## src/sv/cet_pkg.sv

```systemverilog
// Shared types and constants for the 3x3 compass edge threshold block.
`timescale 1ns / 1ps
package cet_pkg;

    localparam int PIX_W  = 8;
    localparam int RESP_W = 11;
    localparam int THR_W  = 10;
    localparam int IW_W   = 11;
    localparam int IH_W   = 13;
    localparam int APB_AW = 4;
    localparam int APB_DW = 32;

    typedef logic [PIX_W-1:0] t_pixel;
    typedef logic signed [RESP_W-1:0] t_resp;

    typedef struct packed {
        t_resp k3;
        t_resp k2;
        t_resp k1;
        t_resp k0;
    } t_resp_set;

    typedef struct packed {
        t_pixel upper;
        t_pixel middle;
    } t_line_pair;

    typedef struct packed {
        logic [THR_W-1:0] threshold;
        logic [IW_W-1:0]  image_width;
        logic [IH_W-1:0]  image_height;
    } t_cfg;

    typedef enum logic [1:0] {
        REG_THRESHOLD    = 2'd0,
        REG_IMAGE_WIDTH  = 2'd1,
        REG_IMAGE_HEIGHT = 2'd2,
        REG_UNUSED       = 2'd3
    } t_reg_idx;

    localparam logic [THR_W-1:0] THRESHOLD_RST    = THR_W'(100);
    localparam logic [IW_W-1:0]  IMAGE_WIDTH_RST  = IW_W'(640);
    localparam logic [IH_W-1:0]  IMAGE_HEIGHT_RST = IH_W'(480);

    localparam t_pixel EDGE_ON  = 8'd0;
    localparam t_pixel EDGE_OFF = 8'd255;

endpackage

```

## src/sv/cet_cfg_regs.sv

```systemverilog
// Configuration register file behind the APB-style port.
`timescale 1ns / 1ps
module cet_cfg_regs (
    input  logic                        i_clk,
    input  logic                        i_rst_n,
    input  logic                        psel,
    input  logic                        penable,
    input  logic                        pwrite,
    input  logic [cet_pkg::APB_AW-1:0]  paddr,
    input  logic [cet_pkg::APB_DW-1:0]  pwdata,
    output logic [cet_pkg::APB_DW-1:0]  prdata,
    output logic                        pready,
    output cet_pkg::t_cfg               o_cfg
);
    import cet_pkg::*;

    t_cfg     r_cfg;
    t_reg_idx w_idx;
    logic     w_wr;

    assign pready = 1'b1;
    assign w_idx  = t_reg_idx'(paddr[APB_AW-1:2]);
    assign w_wr   = psel && penable && pwrite;
    assign o_cfg  = r_cfg;

    always_ff @(posedge i_clk) begin
        if (!i_rst_n) begin
            r_cfg.threshold    <= THRESHOLD_RST;
            r_cfg.image_width  <= IMAGE_WIDTH_RST;
            r_cfg.image_height <= IMAGE_HEIGHT_RST;
        end else if (w_wr) begin
            unique case (w_idx)
                REG_THRESHOLD:    r_cfg.threshold    <= pwdata[THR_W-1:0];
                REG_IMAGE_WIDTH:  r_cfg.image_width  <= pwdata[IW_W-1:0];
                REG_IMAGE_HEIGHT: r_cfg.image_height <= pwdata[IH_W-1:0];
                REG_UNUSED:       ;
            endcase
        end
    end

    always_comb begin
        unique case (w_idx)
            REG_THRESHOLD:    prdata = APB_DW'(r_cfg.threshold);
            REG_IMAGE_WIDTH:  prdata = APB_DW'(r_cfg.image_width);
            REG_IMAGE_HEIGHT: prdata = APB_DW'(r_cfg.image_height);
            REG_UNUSED:       prdata = '0;
        endcase
    end

endmodule

```

## config.mk

```make
export PLATFORM = sky130hd
export DESIGN_NAME = cet_cfg_regs
export DESIGN_NICKNAME = d
export VERILOG_FILES = /design/src/sv/cet_pkg.sv /design/src/sv/cet_cfg_regs.sv
export SDC_FILE = /design/constraint.sdc
export NUM_CORES = 1
export LEC_CHECK = 0
export BUFFER_PORTS_ARGS = -buffer_cell sky130_fd_sc_hd__buf_2
export CAP_MARGIN = 20
export CORE_ASPECT_RATIO = 1.1
export CORE_MARGIN = 2
export CORE_UTILIZATION = 40
export CTS_BUF_LIST = sky130_fd_sc_hd__clkbuf_8
export DETAILED_ROUTE_END_ITERATION = 16
export PLACE_DENSITY = 0.87
export RECOVER_POWER = 50
export SETUP_SLACK_MARGIN = 0.02
export SLEW_MARGIN = 20
export SYNTH_ARGS = -nofsm -noshare
export SYNTH_HDL_FRONTEND = slang
export SYNTH_SLANG_ARGS = --single-unit
```

## constraint.sdc

```tcl
create_clock -name i_clk -period 1.85 [get_ports i_clk]
set_input_delay 0.0925 -clock i_clk [delete_from_list [all_inputs] [get_ports i_clk]]
set_output_delay 0.0925 -clock i_clk [all_outputs]
set_load 0.01 [all_outputs]
```

==> run summary <==
first-pass GRT wire length: 6170 microns
average size of a mapped cell: 8.67 sq um
Synth Cell Area: 1740 sq um
RSZ-0062 raised after global routing: false
ANT nets after route: 0
CTS Buf Count: 5
H-tree depth: 2
net load switching power: 365 uW
WP data required: 2050 ps
final-report max-slew violation count: 0
status: completed
worst clock skew: 0 ps
vias in the first global route: 1,324
startpoint types: input port
Hold Buf Count CTS: 0
root buffer cell: clkbuf_8
DP HPWL: 2900 microns
DRC violations left: 0
1st-iter DRT viols: 32
Cell Rows: 25
vias post-DR: 1,492
I/O pin cnt: 108
Ant. Diodes: 0
most frequent cells after synthesis: 49 x nand2_1, 37 x mux2i_1, 34 x dfxtp_1
Worst setup EP type: flip-flop
DIE AREA: 4900 sq um
library cells used by synthesis: 22
worst hold slack: 50.0 ps
clock buffer depth: 2
pin count of the biggest net entering global routing: 51
# resized after CTS: 0
FF+latch count, synth: 34
WL final: 4090 microns
r2r worst-path depth: 3
Worst Hold Path Cells: 3
cell taking the most area after synthesis: dfxtp_1
kind of critical path: in -> reg
Layout fillers: 462
Final period util: 74.5%
drt wl/cell: 12.9 microns
Internal Power: 1190 uW
xor and xnor area share after synthesis: 0%
HP Class: in -> reg
Max Clock Freq: 726 MHz
sequential share of power: 48.1%
power share of the combinational group: 10.7%
FF+latch area: 681 sq um
die width: 66.9 microns
crit path time final: 1380 ps
layout net count: 303
worst skew pair latency: 280 ps
Setup Buffers After CTS: 0
GR Overflow Total: 0
clk sink count: 34
reg2reg start: o_cfg[6]
final design utilization: 48.6%
worst r2r dst: o_cfg[6]
slew of the pin with the lowest slew margin: 716 ps
Initial Utilization: 41.0%
Worst VDD drop: 385 uV
sequential fraction of the synthesis area: 39.1%
initial antenna violation count: 0
Via density: 4.71
Critical Path AT: 1580 ps
Compound-Gate Fraction of Synth Area: 7.39%
PwrDens: 753 nW/um^2
Final Hold Fails: 0
Simple-Gate Fraction of Synth Area: 17.7%
total track usage: 16.9%
clock share of power: 41.2%
largest family of logic cells by synthesized area: multiplexers
Primary FF master, synth: dfxtp_1
Setup TNS: 0 ps
leak pwr: 0.000978 uW
Rel. slew slack: 52.3%
Sw Share: 23.4%
multiplexer share of the synthesized area: 21.2%
Area growth, synth to finish: 18.7%
die height: 73.2 microns
Post-Synth Adder-Cell Area: 0%
footprint of the multi-input gates: 881 sq um
drt pass-1 iters: 4
Reg2Reg Setup Slack: 1050 ps
proportion of netlist area held by the largest area contributor: 39.1%
Post-synth EDFFs: 0
clock slew at reported path FFs: 70 ps
Setup violations, final: 0
hold path startpoint: pwdata[12]
Core ar.: 4250 sq um
input/output buffers: 66
Synth area leaders: dfxtp_1 39%, mux2i_1 21%, nand2_1 11%
share of cells above drive strength 1: 15.6%
worst hold path endpoint: o_cfg[12]
max reg flops: 34
yosys warns: 0
critical path fanouts, max: 14
CTS tree: built
Maximum Capacitance Violations: 0
cells after synthesis: 201
GPL Wtd Cong: 0.707
asr flop ratio synth: 0%
most frequent cell after synthesis: nand2_1
worst max-delay path by stage:
stage,startpoint,end,cells after the start
floorplan,pwrite,o_cfg[14],5
global placement,paddr[2],o_cfg[24],3
detailed placement,paddr[2],o_cfg[27],3
CTS,paddr[2],prdata[10],5
global route,paddr[2],o_cfg[15],4
finish,paddr[2],o_cfg[15],4
logic make-up (layout without fill, tap and decap cells):
kind of cell	after synthesis	count (layout)
simple gates	69	69
buf+inv	36	80
compound gates	23	23
flops	34	34
mux	37	37
other cells	2	20
through the flow:
stage / std cells / worst slack, ps / total power (uW) / area (sq um)
finish: 317 / 472 / 1560 / 2070
global route: 317 / 337 / 1630 / 2070
CTS: 317 / 609 / 1580 / 2110
detailed placement: 309 / 433 / 937 / 2010
global placement: 309 / 455 / 934 / 2010
floorplan: 219 / 949 / 904 / 1810
worst max-delay path, cell delays in order:
cell and delay, ps:
buf_2 350, and2b_1 250, and2_1 620, mux2i_1 260
layer usage:
layer | GRT usage [%] | wire length [microns] | part of all wire [%]
met1 | 19.0 | 1730 | 42
met2 | 29.7 | 2020 | 49
met3 | 6.02 | 260 | 6.4
met4 | 5.67 | 77 | 1.9
met5 | 0 | 0 | 0
cells in the final DEF, fill, tap and decap left out, types with 2 or more instances in the layout:
cell,n
inv_1,5
clkbuf_1,34
o21ai_0,10
buf_2,32
dfxtp_1,34
and2_1,3
mux2i_1,37
nand2b_1,4
nand2_1,49
nand3_1,3
o211ai_1,3
nor2b_1,6
conb_1,20
clkbuf_8,5
a21oi_1,8
buf_4,2
cell type report:
type | count | area share (%)
Tap cell | 54 | 3.26
Clock inverter | 3 | 1.81
Inverter | 3 | 0.544
Sequential cell | 34 | 32.9
Clock buffer | 5 | 3.33
Timing Repair Buffer | 69 | 15.6
Multi-Input combinational cell | 149 | 42.6
power groups by stage:
stage / clock network [uW] / registers, uW / logic [uW]
2_1_floorplan: 0 / 770 / 134
3_3_place_gp: 0 / 765 / 169
3_5_place_dp: 0 / 766 / 172
4_1_cts: 655 / 749 / 172
5_1_grt: 693 / 750 / 187
6_report: 643 / 750 / 167
Power figures use the tool's default switching activity.
