[src/sv/cet_pkg.sv]
// Shared types and constants for the 3x3 compass edge threshold block.
`timescale 1ns / 1ps
package cet_pkg;

    localparam int PIX_W  = 8;
    localparam int RESP_W = 11;
    localparam int THR_W  = 10;
    localparam int IW_W   = 11;
    localparam int IH_W   = 13;
    localparam int APB_AW = 4;
    localparam int APB_DW = 32;

    typedef logic [PIX_W-1:0] t_pixel;
    typedef logic signed [RESP_W-1:0] t_resp;

    typedef struct packed {
        t_resp k3;
        t_resp k2;
        t_resp k1;
        t_resp k0;
    } t_resp_set;

    typedef struct packed {
        t_pixel upper;
        t_pixel middle;
    } t_line_pair;

    typedef struct packed {
        logic [THR_W-1:0] threshold;
        logic [IW_W-1:0]  image_width;
        logic [IH_W-1:0]  image_height;
    } t_cfg;

    typedef enum logic [1:0] {
        REG_THRESHOLD    = 2'd0,
        REG_IMAGE_WIDTH  = 2'd1,
        REG_IMAGE_HEIGHT = 2'd2,
        REG_UNUSED       = 2'd3
    } t_reg_idx;

    localparam logic [THR_W-1:0] THRESHOLD_RST    = THR_W'(100);
    localparam logic [IW_W-1:0]  IMAGE_WIDTH_RST  = IW_W'(640);
    localparam logic [IH_W-1:0]  IMAGE_HEIGHT_RST = IH_W'(480);

    localparam t_pixel EDGE_ON  = 8'd0;
    localparam t_pixel EDGE_OFF = 8'd255;

endpackage

[src/sv/cet_window.sv]
// 3x3 window register and the four compass kernel responses.
`timescale 1ns / 1ps
module cet_window (
    input  logic                i_clk,
    input  logic                i_rst_n,
    input  logic                i_shift,
    input  cet_pkg::t_pixel     i_top,
    input  cet_pkg::t_pixel     i_mid,
    input  cet_pkg::t_pixel     i_pix,
    output cet_pkg::t_resp_set  o_resp
);
    import cet_pkg::*;

    t_pixel    r_win [3][3];
    t_pixel    n_win [3][3];
    t_resp     w_t [3][3];
    t_resp_set n_resp;
    t_resp_set r_resp;

    assign o_resp = r_resp;

    always_comb begin
        for (int r = 0; r < 3; r++) begin
            n_win[r][0] = r_win[r][1];
            n_win[r][1] = r_win[r][2];
        end
        n_win[0][2] = i_top;
        n_win[1][2] = i_mid;
        n_win[2][2] = i_pix;
        for (int r = 0; r < 3; r++) begin
            for (int c = 0; c < 3; c++) begin
                w_t[r][c] = $signed({{(RESP_W-PIX_W){1'b0}}, n_win[r][c]});
            end
        end
    end

    always_comb begin
        n_resp.k0 = w_t[0][2] - w_t[0][0] + ((w_t[1][2] - w_t[1][0]) <<< 1)
                  + w_t[2][2] - w_t[2][0];
        n_resp.k1 = w_t[2][0] - w_t[0][0] + ((w_t[2][1] - w_t[0][1]) <<< 1)
                  + w_t[2][2] - w_t[0][2];
        n_resp.k2 = w_t[0][0] + w_t[0][1] + w_t[1][0]
                  - w_t[1][2] - w_t[2][1] - w_t[2][2];
        n_resp.k3 = w_t[0][1] + w_t[0][2] + w_t[1][2]
                  - w_t[1][0] - w_t[2][0] - w_t[2][1];
    end

    always_ff @(posedge i_clk) begin
        if (!i_rst_n) begin
            for (int r = 0; r < 3; r++) begin
                for (int c = 0; c < 3; c++) begin
                    r_win[r][c] <= '0;
                end
            end
        end else if (i_shift) begin
            r_win <= n_win;
        end
    end

    always_ff @(posedge i_clk) begin
        if (i_shift) begin
            r_resp <= n_resp;
        end
    end

endmodule

[config.mk]
export PLATFORM = sky130hd
export DESIGN_NAME = cet_window
export DESIGN_NICKNAME = d
export VERILOG_FILES = /design/src/sv/cet_pkg.sv /design/src/sv/cet_window.sv
export SDC_FILE = /design/constraint.sdc
export NUM_CORES = 1
export LEC_CHECK = 0
export BUFFER_PORTS_ARGS = -buffer_cell sky130_fd_sc_hd__buf_2
export CAP_MARGIN = 20
export CELL_PAD_IN_SITES_DETAIL_PLACEMENT = 1
export CELL_PAD_IN_SITES_GLOBAL_PLACEMENT = 2
export CORE_ASPECT_RATIO = 0.7
export CORE_MARGIN = 3
export CORE_UTILIZATION = 40
export DETAILED_ROUTE_END_ITERATION = 16
export GPL_TIMING_DRIVEN = 0
export PLACE_DENSITY = 0.87
export SLEW_MARGIN = 20
export SYNTH_ARGS = -nofsm -noshare
export SYNTH_HDL_FRONTEND = slang
export SYNTH_SLANG_ARGS = --single-unit
[constraint.sdc]
create_clock -name i_clk -period 4.9 [get_ports i_clk]
set_input_delay 0.735 -clock i_clk [delete_from_list [all_inputs] [get_ports i_clk]]
set_output_delay 0.735 -clock i_clk [all_outputs]
set_load 0.01 [all_outputs]
==> impl_metrics.csv <==
group,metric,value,unit
setup_path,start_kind,"primary input",
floorplan,fp.dieW,179.2,um
logic_synthesis,yosysTopAreaCell,"fa_1",
worst_hold_path,holdPathStages,2,
logic_synthesis,synthArstFlopShare,0,%
layout,fin_util,46.55,%
global_route,first_global_vias,5982,
worst_hold_path,hold_class,"reg2reg",
setup_path,cp_slowest_stage_delay,0.53,ns
floorplan,start_util,41.53,%
cts,ctsLongestPathBuffers,2,
logic_synthesis,synth_edf_count,44,
power_and_ir_drop,swShare,40.55,%
timing,fin_crit_sh,95.96,%
setup_path,worstRegToRegCells,17,
route,routed_via_density,4.881,
global_route,grt_overflow,0,
timing,slew_violations,0,
power_and_ir_drop,ir_worst_vdd,0.1933,mV
timing,clock_skew,0.01032,ns
route,antenna_left,0,
logic_synthesis,ys_types,38,
power_and_ir_drop,p_sw,1.830,mW
logic_synthesis,synth_top_area_share,23.35,%
placement,globalplace.congestion,0.7925,
setup_path,path_max_fanout,5,
global_route,grt_first_pass_wirelength,32.38,mm
setup_path,crit_buf_inv,4,
floorplan,die-area,0.02280,sq mm
route,firstDrtPassIters,4,
setup_path,arrival,4.82,ns
cts,cts_max_level,3,
timing,hold_viol,0,
route,wl_per_cell,17.34,um
layout,syn2layout_area_growth,12.11,%
layout,fillerInstances,2319,
global_route,antenna_found_initial,1,
setup_path,cpMaxStageDelayCell,"fa_1",
job,max-cap-violations,0,
placement,io_buffers,69,
logic_synthesis,syn-instance-count,808,
floorplan,ios,71,
cts,cts_root_buf,"clkbuf_16",
route,route.vias.total,5691,
power_and_ir_drop,power_density,479.3,mW/mm^2
power_and_ir_drop,clockPowerShare,16.9,%
layout,drive_gt1_share,11.19,%
logic_synthesis,ys_ff_latch,92,
cts,path_clk_slew,0.07,ns
route,drc,0,
logic_synthesis,syn_avg_cell_area,10.40,sq um
logic_synthesis,synth_common_cells,"181 x inv_1, 98 x fa_1, 86 x ha_1, 57 x nor2b_1",
logic_synthesis,syn_area,0.008401,sq mm
power_and_ir_drop,leakagePower,4.393,nW
route,first_iter_violations,174,
setup_path,crit_chain,"buf_2 -> inv_1 -> ha_1 -> fa_1 -> nor2b_1 -> o21a_1 -> o21a_2 -> nor2_1 -> fa_1 -> inv_1 -> fa_1 -> inv_1 -> ha_1 -> and3_2 -> a2111oi_4 -> o21ai_1 -> a21oi_1 -> xnor2_1",
logic_synthesis,ys_seq_area_share,27.17,%
setup_path,path_depth,18,
setup_path,endpoint_kind,"register",
timing,period_minus_slack,4.702,ns
power_and_ir_drop,power_frac_seq,26.7,%
timing,fmax,0.2127,GHz
global_route,grtUsageTotal,18.60,%
cts,numCtsBuffers,9,
logic_synthesis,post-synth-top-count-cell,"inv_1",
cts,clock-sinks,92,
cts,clock_latency,0.36,ns
global_route,grt_max_degree,46,
logic_synthesis,ys_top_cells_by_area,"fa_1 23%, edfxtp_1 16%, ha_1 13%",
cts,cts_tree,"done",
logic_synthesis,ys_warn_count,0,
timing,setup_viol,0,
outcome,status,"completed",
timing,setup_tns,0,ns
logic_synthesis,syn-num-nets,1019,
power_and_ir_drop,combPwrFrac,56.4,%
setup_path,path_delay_family,"adder cells",
floorplan,coreArea,0.02023,sq mm
floorplan,die_h,127.2,um
setup_path,required,5.01,ns
setup_path,critical_path_class,"in2reg",
timing,tightestPinTransition,0.7139,ns
floorplan,rows,43,
route,routed_wl,20.22,mm
power_and_ir_drop,p_int,2.683,mW
placement,place_hpwl,16.87,mm
timing,slew_headroom,51.90,%
layout,nets,1100,
logic_synthesis,synth_ff_type,"dfxtp_1",
## stage by stage
stage                     hold WS [ns]  instances  total power [mW]  cell area [sq um]  setup WS (ns)
after CTS                       0.5279       1163             4.581               9402         0.1049
after detailed placement        0.5096       1147             3.778               9084        -0.2181
after global placement          0.4978       1147             3.695               9084        -0.1309
after global routing            0.5463       1164             4.945               9413      -0.004927
after floorplan                 0.4824        808             3.054               8401         0.5168
final                           0.5246       1166             4.514               9418         0.1979
## routing by layer
| layer | up-vias | GRT usage, % | share of wire (%) |
|---|---|---|---|
| li1 | 2771 | - | - |
| met1 | 2840 | 27.46 | 51 |
| met4 | 2 | 2.771 | 0.77 |
| met2 | 65 | 28.99 | 46 |
| met3 | 13 | 3.832 | 2.8 |
| met5 | - | 0 | 0.064 |
## state kept, by name, indices dropped and copies added, names as in the netlist
register	cells
o_resp	44
n_win	48
## cell type report
class                   instances  area (sq um)  area share, %
plain buffers                  11         47.55         0.5048
clock inverters                 7         92.59         0.9831
clock buffers                   9         225.2          2.391
inverters                     181         679.4          7.214
diodes                          2         5.005        0.05314
flip-flops and latches         92          2282          24.23
repair buffers                 70         355.3          3.773
well taps                     270         337.8          3.587
multi-input cells             524          5393          57.26
## worst reg2reg max path, stage by stage, from the launching register on
cell       delay, ns
dfxtp_1         0.43
inv_1           0.13
ha_1            0.28
nor2b_1         0.16
o2111ai_1       0.20
nand3_1         0.21
nor2_1          0.17
xnor2_1         0.10
fa_1            0.52
inv_1           0.07
fa_1            0.53
inv_1           0.04
ha_1            0.36
and2_4          0.19
a2111oi_4       0.45
o21ai_1         0.18
a21oi_1         0.21
xnor2_1         0.09
## cell usage in the layout, fill, tap and decap left out, drive strengths merged, types with 2 or more instances in the layout
cell	count
inv	184
fa	98
ha	86
buf	75
nor2b	57
mux2i	48
dfxtp	48
edfxtp	44
nor2	40
xnor2	39
a21oi	22
nand3	18
nor3	16
nand2	15
clkbuf	15
o21ai	14
xor2	13
a21o	13
o21a	11
o2111ai	7
o41ai	5
o41a	4
or3	3
clkinv	3
diode	2
a2bb2oi	2
o21bai	2
o211ai	2
a41o	2
and3	2
## kinds of logic (layout without fill, tap and decap cells)
kind of cell / after synthesis / count (layout) / synth area share (%)
adders and majority gates: 184 / 184 / 36.16
AOI/OAI and AO/OA: 87 / 87 / 7.522
other: 0 / 2 / 0
muxes: 48 / 48 / 5.719
DFF: 92 / 92 / 27.17
buffers and inverters: 192 / 278 / 8.653
xor gates and xnor gates: 52 / 52 / 5.422
and+or+nand+nor: 153 / 153 / 9.354
## path summary, 6_finish.rpt
check | startpoint | end | slack, ns
worst max-delay path | i_top[0] | o_resp[10]$_DFFE_PP_ | 0.20
worst min-delay path | n_win[38]$_SDFFE_PN0P_ | n_win[38]$_SDFFE_PN0P_ | 0.52
worst max register to register | n_win[65]$_SDFFE_PN0P_ | o_resp[10]$_DFFE_PP_ | 0.35
worst min register to register | n_win[38]$_SDFFE_PN0P_ | n_win[38]$_SDFFE_PN0P_ | 0.52
## repair_timing
| item | in CTS | in global routing |
|---|---|---|
| resized for setup | 0 | 1 |
| hold buffers | 0 | 0 |
| endpoints found under the setup margin | 0 | 2 |
| setup buffers | 0 | 1 |
## power by group through the flow
stage	Combinational (mW)	Sequential, mW	Clock [mW]
after global placement	2.47	1.22	0
after floorplan	1.74	1.31	0
after detailed placement	2.55	1.23	0
after global routing	2.90	1.23	0.822
final	2.55	1.20	0.761
after CTS	2.58	1.21	0.792
(Power assumes the default switching activity.)
